--- config.mk ---
export PLATFORM = sky130hd
export DESIGN_NAME = lsa_fifo
export DESIGN_NICKNAME = d
export VERILOG_FILES = /design/src/hdl/lsa_pkg.sv /design/src/hdl/lsa_fifo.sv
export SDC_FILE = /design/constraint.sdc
export NUM_CORES = 1
export LEC_CHECK = 0
export BUFFER_PORTS_ARGS = -buffer_cell sky130_fd_sc_hd__buf_2
export CAP_MARGIN = 20
export CORE_ASPECT_RATIO = 1.1
export CORE_MARGIN = 5
export CORE_UTILIZATION = 38
export DETAILED_ROUTE_END_ITERATION = 10
export GPL_ROUTABILITY_DRIVEN = 1
export SETUP_SLACK_MARGIN = 0.15
export SLEW_MARGIN = 25
export SYNTH_ARGS = -nofsm -noshare
export SYNTH_HDL_FRONTEND = slang
export SYNTH_SLANG_ARGS = --single-unit
--- constraint.sdc ---
create_clock -name clk_i -period 4.5 [get_ports clk_i]
set_input_delay 0.225 -clock clk_i [delete_from_list [all_inputs] [get_ports clk_i]]
set_output_delay 0.225 -clock clk_i [all_outputs]
set_load 0.005 [all_outputs]
--- src/hdl/lsa_pkg.sv ---
// Shared types, constants and helpers of the light style animator.
package lsa_pkg;

  // Fixed field widths
  localparam int FrameW   = 32;
  localparam int FracW    = 8;
  localparam int LevelW   = 10;
  localparam int LetterW  = 5;
  localparam int StyleW   = 6;
  localparam int PosInW   = 6;
  localparam int LenInW   = 7;

  localparam int LetterMax    = 25;
  localparam int LevelUnused  = 264;
  localparam int LenFieldMax  = 127;
  localparam int EmitMax      = 64;

  // Remainder unit: quotient bits resolved per cycle
  localparam int ModStepBits  = 8;

  localparam int QueueDepth   = 2;

  localparam int NumStylesDef  = 64;
  localparam int MaxPatternDef = 64;

  typedef enum logic [1:0] {
    KIND_LETTER = 2'd0,
    KIND_LENGTH = 2'd1,
    KIND_TICK   = 2'd2
  } kind_e;

  typedef struct packed {
    kind_e               kind;
    logic [StyleW-1:0]   style;
    logic [PosInW-1:0]   position;
    logic [LetterW-1:0]  letter;
    logic [LenInW-1:0]   len;
    logic [FrameW-1:0]   frame;
    logic [FracW-1:0]    fraction;
  } cmd_t;

  // 22 * letter as 16 + 4 + 2
  function automatic logic [LevelW-1:0] step_level(input logic [LetterW-1:0] l);
    return {1'b0, l, 4'b0000} + {3'b000, l, 2'b00} + {4'b0000, l, 1'b0};
  endfunction

endpackage

--- src/hdl/lsa_fifo.sv ---
// Short command queue between the input stage and the execution engine.
module lsa_fifo (
  input  logic           clk_i,
  input  logic           rst_ni,
  input  logic           push_valid_i,
  output logic           push_ready_o,
  input  lsa_pkg::cmd_t  push_data_i,
  output logic           pop_valid_o,
  input  logic           pop_i,
  output lsa_pkg::cmd_t  pop_data_o
);
  import lsa_pkg::*;

  localparam int PtrW = (QueueDepth > 1) ? $clog2(QueueDepth) : 1;
  localparam int CntW = $clog2(QueueDepth + 1);

  cmd_t            slots_q [QueueDepth];
  logic [PtrW-1:0] wr_ptr_q, wr_ptr_d, rd_ptr_q, rd_ptr_d;
  logic [CntW-1:0] count_q, count_d;
  logic            push;

  assign push_ready_o = count_q != CntW'(QueueDepth);
  assign pop_valid_o  = count_q != '0;
  assign push         = push_valid_i && push_ready_o;
  assign pop_data_o   = slots_q[rd_ptr_q];

  always_comb begin
    wr_ptr_d = wr_ptr_q;
    rd_ptr_d = rd_ptr_q;
    count_d  = count_q;
    if (push) begin
      wr_ptr_d = (wr_ptr_q == PtrW'(QueueDepth - 1)) ? '0 : wr_ptr_q + PtrW'(1);
    end
    if (pop_i) begin
      rd_ptr_d = (rd_ptr_q == PtrW'(QueueDepth - 1)) ? '0 : rd_ptr_q + PtrW'(1);
    end
    if (push && !pop_i) begin
      count_d = count_q + CntW'(1);
    end else if (!push && pop_i) begin
      count_d = count_q - CntW'(1);
    end
  end

  always_ff @(posedge clk_i or negedge rst_ni) begin
    if (!rst_ni) begin
      wr_ptr_q <= '0;
      rd_ptr_q <= '0;
      count_q  <= '0;
    end else begin
      wr_ptr_q <= wr_ptr_d;
      rd_ptr_q <= rd_ptr_d;
      count_q  <= count_d;
    end
  end

  always_ff @(posedge clk_i) begin
    if (push) begin
      slots_q[wr_ptr_q] <= push_data_i;
    end
  end

  // the engine only pops what is there
  a_pop_not_empty: assert property (@(posedge clk_i) disable iff (!rst_ni)
    pop_i |-> count_q != '0)
    else $error("queue popped while empty");

endmodule

==> metrics.cfg <==
[final_layout]
drive_above_1_share=0.532
fillers=1074
nets=511
fin_util=0.547
final-seq-area_um2=4070
diodes=0
multi_input_area_um2=955
syn_to_final_growth_pct=41.9

[global_routing]
grtUsageMet2=0.213
grt_pass1_vias=3069
top_usage_layer=met2
gr-usage-all-layers=0.126
grt_first_pass_wirelength_mm=15.2
grt_antenna_before_repair=0
globalRouteOverflowTotal=0
use_met1=0.140
grt_max_degree=68
use_met3=0.0533

[clocking]
cts_tree=done
cts_setup_buffers=0
cts_root_buf=clkbuf_16
cts_hold_buf=64
cts_max_level=4
cts_buffer_depth=2
cts_resized=0
insertion_delay_ns=0.41
cts.sinks=136
cts_buffers=17
cts.reportedPaths.clkPinSlew_ns=0.05

[logic_synthesis]
synth_top_area_cell=edfxtp_1
synthFlopType=edfxtp_1
ys_top_cells_by_area=edfxtp_1, mux2_4, mux2_2
postSynth.asyncResetShare=0.0294
avgSynthCellArea_um2=22.7
yosysMostFrequentCell=edfxtp_1
syn_area_um2=5070
synth_edf_count=132
yosysSeqAreaShare=0.802
synth_commonest_cells=edfxtp_1, mux2_2, mux2_4, dfrtp_1
yosysWarnings=0
synthesis.nets=294
synth_top_area_share=0.782
synthDistinctLibCells=16
ys_ff_latch=136
synthCells=223

[critical_path]
cp_max_fo=38
critPathKind=register to primary output
required_ns=4.28
critical_path_arrival_ns=1.99
end_kind=primary output
critPathLaunchType=register

[place]
pre_cts_ws_ns=2.29
place_hpwl_mm=5.68
routabilityCongestion=0.677
numPortBuffers=137

[routing]
routed_wl_mm=9.47
drc=0
routedWlPerCell_um=15.4
num_vias=2749
final_antenna_net_count=0
first_pass_iters=4
drt-initial-drc-count=113
via_per_inst=4.48

[floorplanning]
initial_core_util=0.385
rows=44
die_h_um=131
core_um2=13200
ioPinCount=138
dieArea_um2=15800
die_x_um=120

[timing]
clock_skew_ns=0.0126
setup_slack_ns=2.28
fin_crit_sh=0.493
grt_setup_unrepaired=no
fin_setup_tns_ns=0
worst_hold_slack_ns=0.0140
maxSlewViolCount=0
period_minus_slack_ns=2.22
setup_viol=0
slew_headroom=0.351
finalHoldViolations=0
fmax_mhz=451
worst_slew_pin_slew_ns=0.972

[power_and_ir_drop]
power_density_nw_per_um2=599
ir_worst_vdd_mv=0.352
leakagePower_nw=2.82

[outcome]
run_status=finished clean

[worst_hold_path]
hold_class=primary input to register

[run]
drv_cap=0

## critical path: stages (launching register included)
cell	delay, ns
dfrtp_4	0.75
buf_16	0.31
mux2_2	0.38
buf_2	0.13
## per-layer routing
layer  wire, µm  part of all wire
met2       4850              0.51
met4        119             0.013
met3        540             0.057
met1       3960              0.42
met5          0                 0
## metrics by stage
step,area [µm²],std cells,power (W)
2_1_floorplan,5070,223,0.00258
3_3_place_gp,5940,515,0.00300
3_5_place_dp,5940,515,0.00303
4_1_cts,7150,611,0.00437
5_1_grt,7190,614,0.00455
6_report,7190,614,0.00431
## placed cells by master (no fill, tap or decap), types with 2 or more instances in the layout
cell type,n
buf_2,137
dfrtp_1,3
edfxtp_1,132
dlygate4sd3_1,66
mux2_4,30
inv_1,2
clkbuf_8,3
clkinv_2,5
clkinvlp_4,5
xnor2_1,2
clkbuf_16,17
xor2_1,3
mux2_2,36
## area by class of cell
class / count / share of cell area
Sequential cell: 136 / 0.565
Timing Repair Buffer: 205 / 0.194
Multi-Input combinational cell: 78 / 0.133
Clock buffer: 20 / 0.0649
Tap cell: 161 / 0.0280
Clock inverter: 12 / 0.0141
Inverter: 2 / 0.00104
## state kept, by name, summed over array words and instances, names as in the netlist
name      cells
rd_ptr_q      1
wr_ptr_q      1
slots_q     132
count_q       2
## report_power, final
part	switching (W)	internal, W
clock	0.000488	0.000797
sequential	0.000136	0.00174
combinational	0.000502	0.000650
## final timing paths
path	start	endpoint	cells past startpoint	slack [ns]
max	rd_ptr_q$_DFFE_PN0P_	pop_data_o[41]	3	2.28
min	push_data_i[63]	slots_q[1][63]$_DFFE_PP_	1	0.01
max reg2reg	count_q[0]$_DFFE_PN0P_	slots_q[0][64]$_DFFE_PP_	4	2.34
min reg2reg	count_q[1]$_DFFE_PN0P_	count_q[1]$_DFFE_PN0P_	1	0.49
max in group asynchronous	rst_ni	rd_ptr_q$_DFFE_PN0P_	2	4.21
min in group asynchronous	rst_ni	count_q[1]$_DFFE_PN0P_	2	0.14
## cells by family (layout without fill, tap and decap cells)
group / Yosys count / in the layout / synth area share
DFF: 136 / 136 / 0.802
buffers and inverters: 9 / 239 / 0.0126
muxes: 66 / 66 / 0.169
xor gates and xnor gates: 5 / 5 / 0.00864
adders and majority gates: 1 / 1 / 0.00247
and+or+nand+nor: 6 / 6 / 0.00593
Note: power is estimated with default switching activity, not from simulation.
