<file path="config.mk">
export PLATFORM = sky130hd
export DESIGN_NAME = lsa_front
export DESIGN_NICKNAME = d
export VERILOG_FILES = /design/src/hdl/lsa_pkg.sv /design/src/hdl/lsa_front.sv
export SDC_FILE = /design/constraint.sdc
export NUM_CORES = 1
export LEC_CHECK = 0
export BUFFER_PORTS_ARGS = -buffer_cell sky130_fd_sc_hd__buf_4
export CORE_MARGIN = 3
export CORE_UTILIZATION = 35
export DETAILED_ROUTE_END_ITERATION = 16
export PLACE_DENSITY = 0.74
export SLEW_MARGIN = 20
export SYNTH_ARGS = -nofsm -noshare
export SYNTH_HDL_FRONTEND = slang
export SYNTH_SLANG_ARGS = --single-unit
</file>
<file path="constraint.sdc">
create_clock -name clk_i -period 4.6 [get_ports clk_i]
set_clock_uncertainty 0.1 [all_clocks]
set_input_delay 0.69 -clock clk_i [delete_from_list [all_inputs] [get_ports clk_i]]
set_output_delay 0.69 -clock clk_i [all_outputs]
set_load 0.02 [all_outputs]
</file>
<file path="src/hdl/lsa_pkg.sv">
// Shared types, constants and helpers of the light style animator.
package lsa_pkg;

  // Fixed field widths
  localparam int FrameW   = 32;
  localparam int FracW    = 8;
  localparam int LevelW   = 10;
  localparam int LetterW  = 5;
  localparam int StyleW   = 6;
  localparam int PosInW   = 6;
  localparam int LenInW   = 7;

  localparam int LetterMax    = 25;
  localparam int LevelUnused  = 264;
  localparam int LenFieldMax  = 127;
  localparam int EmitMax      = 64;

  // Remainder unit: quotient bits resolved per cycle
  localparam int ModStepBits  = 8;

  localparam int QueueDepth   = 2;

  localparam int NumStylesDef  = 64;
  localparam int MaxPatternDef = 64;

  typedef enum logic [1:0] {
    KIND_LETTER = 2'd0,
    KIND_LENGTH = 2'd1,
    KIND_TICK   = 2'd2
  } kind_e;

  typedef struct packed {
    kind_e               kind;
    logic [StyleW-1:0]   style;
    logic [PosInW-1:0]   position;
    logic [LetterW-1:0]  letter;
    logic [LenInW-1:0]   len;
    logic [FrameW-1:0]   frame;
    logic [FracW-1:0]    fraction;
  } cmd_t;

  // 22 * letter as 16 + 4 + 2
  function automatic logic [LevelW-1:0] step_level(input logic [LetterW-1:0] l);
    return {1'b0, l, 4'b0000} + {3'b000, l, 2'b00} + {4'b0000, l, 1'b0};
  endfunction

endpackage

</file>
<file path="src/hdl/lsa_front.sv">
// Input stage: accepts beats, saturates fields, drops items that do nothing.
module lsa_front #(
  parameter int NUM_STYLES  = lsa_pkg::NumStylesDef,
  parameter int MAX_PATTERN = lsa_pkg::MaxPatternDef
) (
  input  logic                          clk_i,
  input  logic                          rst_ni,
  input  logic                          in_valid_i,
  output logic                          in_ready_o,
  input  logic [1:0]                    kind_i,
  input  logic [lsa_pkg::StyleW-1:0]    style_i,
  input  logic [lsa_pkg::PosInW-1:0]    position_i,
  input  logic [lsa_pkg::LetterW-1:0]   letter_i,
  input  logic [lsa_pkg::LenInW-1:0]    pattern_length_i,
  input  logic [lsa_pkg::FrameW-1:0]    frame_i,
  input  logic [lsa_pkg::FracW-1:0]     fraction_i,
  output lsa_pkg::cmd_t                 cmd_o,
  output logic                          cmd_valid_o,
  input  logic                          cmd_ready_i
);
  import lsa_pkg::*;

  localparam int LenMax = (MAX_PATTERN < LenFieldMax) ? MAX_PATTERN : LenFieldMax;

  cmd_t cmd_new, cmd_q;
  logic valid_q, valid_d;
  logic keep, accept;

  always_comb begin
    cmd_new.kind     = kind_e'(kind_i);
    cmd_new.style    = style_i;
    cmd_new.position = position_i;
    cmd_new.letter   = (letter_i > LetterW'(LetterMax)) ? LetterW'(LetterMax) : letter_i;
    cmd_new.len      = (int'(pattern_length_i) > LenMax) ? LenInW'(LenMax)
                                                         : pattern_length_i;
    cmd_new.frame    = frame_i;
    cmd_new.fraction = fraction_i;
  end

  always_comb begin
    case (kind_e'(kind_i))
      KIND_LETTER: begin
        keep = (int'(style_i) < NUM_STYLES) && (int'(position_i) < MAX_PATTERN);
      end
      KIND_LENGTH: begin
        keep = int'(style_i) < NUM_STYLES;
      end
      KIND_TICK: begin
        keep = 1'b1;
      end
      default: begin
        keep = 1'b0;
      end
    endcase
  end

  assign in_ready_o = !valid_q || cmd_ready_i;
  assign accept     = in_valid_i && in_ready_o;
  assign valid_d    = (valid_q && !cmd_ready_i) || (accept && keep);

  always_ff @(posedge clk_i or negedge rst_ni) begin
    if (!rst_ni) begin
      valid_q <= 1'b0;
    end else begin
      valid_q <= valid_d;
    end
  end

  always_ff @(posedge clk_i) begin
    if (accept) begin
      cmd_q <= cmd_new;
    end
  end

  assign cmd_o       = cmd_q;
  assign cmd_valid_o = valid_q;

endmodule

</file>
==> results of run 1 <==
## flip-flops by register name, indices dropped and copies added (netlist names)
register     count
cmd_o           66
cmd_valid_o      1
## power breakdown
| part | internal, mW | switching [mW] | total (mW) |
|---|---|---|---|
| Clock | 0.359 | 0.221 | 0.580 |
| Combinational | 0.0834 | 0.0872 | 0.171 |
| Sequential | 0.716 | 0.0107 | 0.727 |
## cell usage in the layout, fill, tap and decap left out
cell,count
nor2b_1,6
clkinv_1,1
dfrtp_1,1
clkbuf_8,9
edfxtp_1,66
dlygate4sd3_1,1
a21bo_1,1
nor2_1,1
and2_1,2
buf_4,137
and2_4,1
bufinv_16,3
o21bai_1,1
nand2b_4,1
nand2_1,2
clkinv_2,1
clkinv_4,2
## cells by family (layout without fill, tap and decap cells)
family / count (synthesis) / count (layout) / share of synthesized area (%)
AND/OR/NAND/NOR: 13 / 13 / 3.955
flip-flops: 67 / 67 / 94.69
buffers and inverters: 3 / 154 / 0.5312
AO/OA/AOI/OAI: 2 / 2 / 0.8266
## how the worst max path moves through the flow
stage                     cells past startpoint          to
after CTS                                     3  in_ready_o
after global placement                        3    cmd_o[1]
after detailed placement                      3    cmd_o[0]
after global routing                          3  in_ready_o
final                                         3  in_ready_o
after floorplan                               2    cmd_o[0]
## routing by layer
layer / wire length, microns / track usage [%] / vias to the layer above
met4: 114 / 7.895 / 0
met2: 2630 / 25.23 / 102
met5: 0 / 0 / -
met1: 1908 / 16.69 / 611
li1: - / - / 620
met3: 654 / 7.601 / 10
## metrics by stage
step / cell area (sq um) / instances / worst slack (ns)
after floorplan: 2120 / 85 / 2.713
after global placement: 3227 / 291 / 2.524
after detailed placement: 3227 / 291 / 2.493
after CTS: 3477 / 308 / 2.724
after global routing: 3477 / 308 / 2.718
final: 3477 / 308 / 2.726
## cell type report
type / instances / area (sq um) / share of cell area, %
clock buffers: 9 / 123.9 / 3.562
clock inverters: 7 / 116.4 / 3.347
multi-input cells: 15 / 101.3 / 2.915
flip-flops and latches: 67 / 2007 / 57.72
well taps: 72 / 90.09 / 2.591
repair buffers: 138 / 1039 / 29.87
==> results.yml, run 1 <==
detailed_routing:
  drtIter0Drc: 86
  drc_errors: 0
  vias: 1343
  wl_per_cell_microns: 17.23
  wl_microns: 5308
  dr.pass1.iters: 4
  detail-route-antenna-nets: 0
  vias_per_cell: 4.360
pwr:
  p_per_area_nw_per_um2: 424.9
  peakVddDrop_mv: 0.2087
  finalPower_mw: 1.477
  p_leak_nw: 1.478
sta:
  final-hold-violation-count: 0
  timing.slew.headroom_pct: 45.33
  min_period_ns: 1.874
  fmax_ghz: 0.5337
  whs_ns: 0.4268
  period_share_pct: 40.74
  rsz0062_at_grt: "no"
  tightest_slew_ns: 0.8201
  setup_viol: 0
  finalSetupTns_ns: 0
  slew_violations: 0
worst_setup_path:
  worstPathArrival_ns: 1.08
  worst-path-buf-inv: 2
  worstSetupStartpointType: "input pin"
  cp_common_cell: "buf_4"
  crit_fanout: 3
  crit_type: "input pin to output pin"
  crit_path_cell_trace: "buf_4 > nand2b_4 > buf_4"
  r2r_start: "cmd_valid_o"
  reg2regPathDepth: 2
  slowest_delay_ns: 0.15
  required_ns: 3.81
  r2r_slack_ns: 2.91
  setup.worst_path.start: "cmd_ready_i"
  cpMaxStageDelayCell: "buf_4"
  r2r-end: "cmd_o[42]"
  cp-end-kind: "output pin"
  cp_top_family: "buffers and inverters"
min_path:
  holdPathStages: 1
  min_to: "cmd_o[32]"
  min_from: "frame_i[24]"
  hp-class: "input pin to register"
global_route:
  grt_pass1_vias: 1417
  grt_usage_pct: 15.50
  grt_max_degree: 67
  grt_overflow: 0
  grt_pass1_wl_microns: 7803
  antenna_found_initial: 0
cells_and_area:
  syn_to_final_growth_pct: 64.05
  drive_gt1_share_pct: 65.25
  final_nets: 301
  fin_util_pct: 61.27
  antenna_cells: 0
  fillerInstances: 452
synth:
  synth_cells: 85
  avgSynthCellArea_sq_um: 24.94
  yosysWarnings: 0
  yosysTopAreaCell: "edfxtp_1"
  synth_area_sq_um: 2120
  synthArstFlopShare_pct: 1.493
  synth_cell_types: 11
  synth_top_area_share_pct: 93.51
  synth_area_leaders: "edfxtp_1, nor2b_1, dfrtp_1"
  synth_ff_type: "edfxtp_1"
  synth_most_common_cell: "edfxtp_1"
  synth-seq-area-share_pct: 94.69
  synthTopCellsByCount: "edfxtp_1, nor2b_1, clkbuf_1"
  synth_edf_count: 66
  synth_seq_cells: 67
  syn_nets: 155
placement:
  gp_congestion: 0.7134
  port_buffers: 137
outcome:
  status: "complete, no violations"
die:
  pin_count: 138
  die_w_microns: 83.82
  num_rows: 27
  initial_core_util_pct: 37.35
  die_area_sq_um: 7026
  fp.dieH_microns: 83.82
  core_area_sq_um: 5675
job:
  drv_cap: 0
clock_network:
  cts_resized: 0
  clk_path_buf_depth: 2
  hold_buffers: 1
  cts_tree: "built"
  post-cts-setup-buffers: 0
  cts.sinks: 67
  cts_buffers: 9
  clkTransAtPathRegs_ns: 0.08
  cts_root_buf: "clkbuf_8"
  htreeDepth: 3
  clock_latency_ns: 0.33
Power figures use the tool's default switching activity.
==> run 2: changes to the inputs <==
Settings changed: ABC_AREA set to 1.
Clock period 4.6 ns to 1.89 ns, I/O delays scaled along.
==> run 2 against run 1 <==
Flip-flop and latch count stayed put. Area after synthesis up 1.5%. Total power grew 120%. Final cell count rose by 5.5%. Sequential share of layout area decreased by 0.56 points. Worst hold slack lost 0.40 ns. Routed wire length is 3.4% lower. Sequential power grew 140%. Critical path type is now register to register.
==> results.yml, run 2 <==
min_path:
  min_from: "frame_i[27]"
  hp-class: "input pin to register"
  min_to: "cmd_o[35]"
  holdPathStages: 1
detailed_routing:
  drc_errors: 0
  wl_met3_microns: 590
  vias: 1435
  drt-met1-wl_microns: 1904
  wl_microns: 5125
  detail-route-antenna-nets: 0
  drtIter0Drc: 103
  met2WireLength_microns: 2572
  top_layer: "met4"
  dr.pass1.iters: 4
  vias_per_cell: 4.415
  wl_per_cell_microns: 15.77
cells_and_area:
  post-route-cell-area_sq_um: 3513
  layout_common_cells: "buf_4, edfxtp_1, clkbuf_8, inv_1"
  finalNonFillerCells: 325
  largest_reg_flops: 66
  layout_commonest_cell: "buf_4"
  final_nets: 318
  antenna_cells: 0
  syn_to_final_growth_pct: 63.26
  drive_gt1_share_pct: 62.85
synth:
  yosysWarnings: 0
  synthArstFlopShare_pct: 1.493
  synth_top_area_share_pct: 92.09
  synth-seq-area-share_pct: 93.26
  synth_seq_cells: 67
  avgSynthCellArea_sq_um: 22.19
  synth_cell_types: 11
  synth_area_sq_um: 2152
  synthTopCellsByCount: "edfxtp_1, inv_1, nand2_1"
  synth_ff_type: "edfxtp_1"
  syn_nets: 167
  synth_most_common_cell: "edfxtp_1"
  synth_area_leaders: "edfxtp_1, inv_1, dfrtp_1"
  synth_cells: 97
  yosysTopAreaCell: "edfxtp_1"
  synth_edf_count: 66
placement:
  placed_area_sq_um: 3292
  post-place-cells: 304
  gp_congestion: 0.7797
  port_buffers: 137
  dpl.hpwl_microns: 3811
  place_ws_ns: 0.5075
sta:
  min_period_ns: 1.408
  final-hold-violation-count: 0
  finalSetupTns_ns: 0
  period_share_pct: 74.52
  tightest_slew_ns: 0.3503
  rsz0062_at_grt: "no"
  fmax_ghz: 0.7100
  timing.slew.headroom_pct: 76.64
  finalWorstSetupSlack_ns: 0.4815
  whs_ns: 0.03170
  slew_violations: 0
  setup_viol: 0
clock_network:
  cts.sinks: 67
  clkTransAtPathRegs_ns: 0.07
  cts_root_buf: "clkbuf_8"
  cts_tree: "built"
  post-cts-setup-buffers: 0
  cts_buffers: 9
  htreeDepth: 3
  clk_path_buf_depth: 2
  hold_buffers: 1
  cts_resized: 0
  clock_latency_ns: 0.32
worst_setup_path:
  crit_type: "register to register"
  worstPathArrival_ns: 1.29
  required_ns: 1.77
  slowest_delay_ns: 0.43
  cpMaxStageDelayCell: "dfrtp_2"
  r2r_slack_ns: 0.48
  reg2regPathDepth: 2
  worstSetupStartpointType: "register"
  r2r_start: "cmd_valid_o"
  crit_fanout: 66
  r2r-end: "cmd_o[40]"
  cp-end-kind: "register"
  crit_path_cell_trace: "a21boi_4 > buf_12"
pwr:
  p_leak_nw: 1.504
  peakVddDrop_mv: 0.4566
  p_per_area_nw_per_um2: 912.7
die:
  die_w_microns: 84.42
  core_area_sq_um: 5709
  die_area_sq_um: 7126
  initial_core_util_pct: 37.69
  fp.dieH_microns: 84.42
  pin_count: 138
  num_rows: 27
global_route:
  grt_pass1_wl_microns: 7693
  grt_pass1_vias: 1458
  grt_usage_pct: 14.65
  antenna_found_initial: 0
  grt_max_degree: 67
  grt_overflow: 0
job:
  drv_cap: 0
outcome:
  status: "complete, no violations"
## run 2: cell types whose count changed after synthesis
cell      delta
a21bo_1      -1
nor2_2       +3
a21boi_0     +3
a21oi_1      +3
nor2b_1      -6
nand2b_4     -1
nand2_1      +3
and2_1       -2
inv_1        +7
nand3_2      +1
and2_4       -1
nor2_1       +3
## run 2: cells by family after synthesis
family	share of synthesized area, %
and+or+nand+nor	2.907
AOI/OAI and AO/OA	2.093
DFF	93.26
buffers and inverters	1.744
## run 2: stage by stage
| stage | util, % | power (mW) |
|---|---|---|
| after global routing | 61.54 | 3.362 |
| after detailed placement | 57.66 | 2.235 |
| final | 61.54 | 3.207 |
| after CTS | 60.84 | 3.249 |
| after global placement | 57.66 | 2.221 |
| after floorplan | - | 1.966 |
## run 2: layout make-up
| type | instances | area, sq um |
|---|---|---|
| clock inverter | 5 | 30.03 |
| fill | 447 | 2196 |
| timing repair buffer | 143 | 1099 |
| multi-input combinational | 20 | 118.9 |
| tap | 72 | 90.09 |
| inverter | 7 | 26.28 |
| sequential | 67 | 2008 |
| clock buffer | 11 | 141.4 |
## run 2: worst max-delay path by stage
stage	from	to	slack, ns	cells after the start
after floorplan	cmd_valid_o	cmd_o[0]	-0.24	1
after global placement	cmd_valid_o	cmd_o[40]	0.52	2
after detailed placement	cmd_valid_o	cmd_o[2]	0.51	2
after CTS	cmd_valid_o	cmd_o[43]	0.48	2
after global routing	cmd_valid_o	cmd_o[40]	0.42	2
final	cmd_valid_o	cmd_o[40]	0.48	2
## run 2: power by group
part | leakage [nW] | switching, mW | internal (mW)
clock network | 0.0851 | 0.498 | 0.505
logic | 0.774 | 0.221 | 0.214
registers | 0.644 | 0.0260 | 1.74
total | 1.50 | 0.746 | 2.46
## run 2: per-layer routing
layer	vias up	GRT usage, %
met1	683	16.42
li1	662	-
met4	0	8.201
met2	85	23.39
met3	5	6.477
met5	-	0
## run 2: worst max-delay path, delay by kind of cell (launching register included)
| kind | cells | cell delay (ns) |
|---|---|---|
| AOI/OAI and AO/OA | 1 | 0.18 |
| buffers and inverters | 1 | 0.33 |
| DFF | 1 | 0.43 |
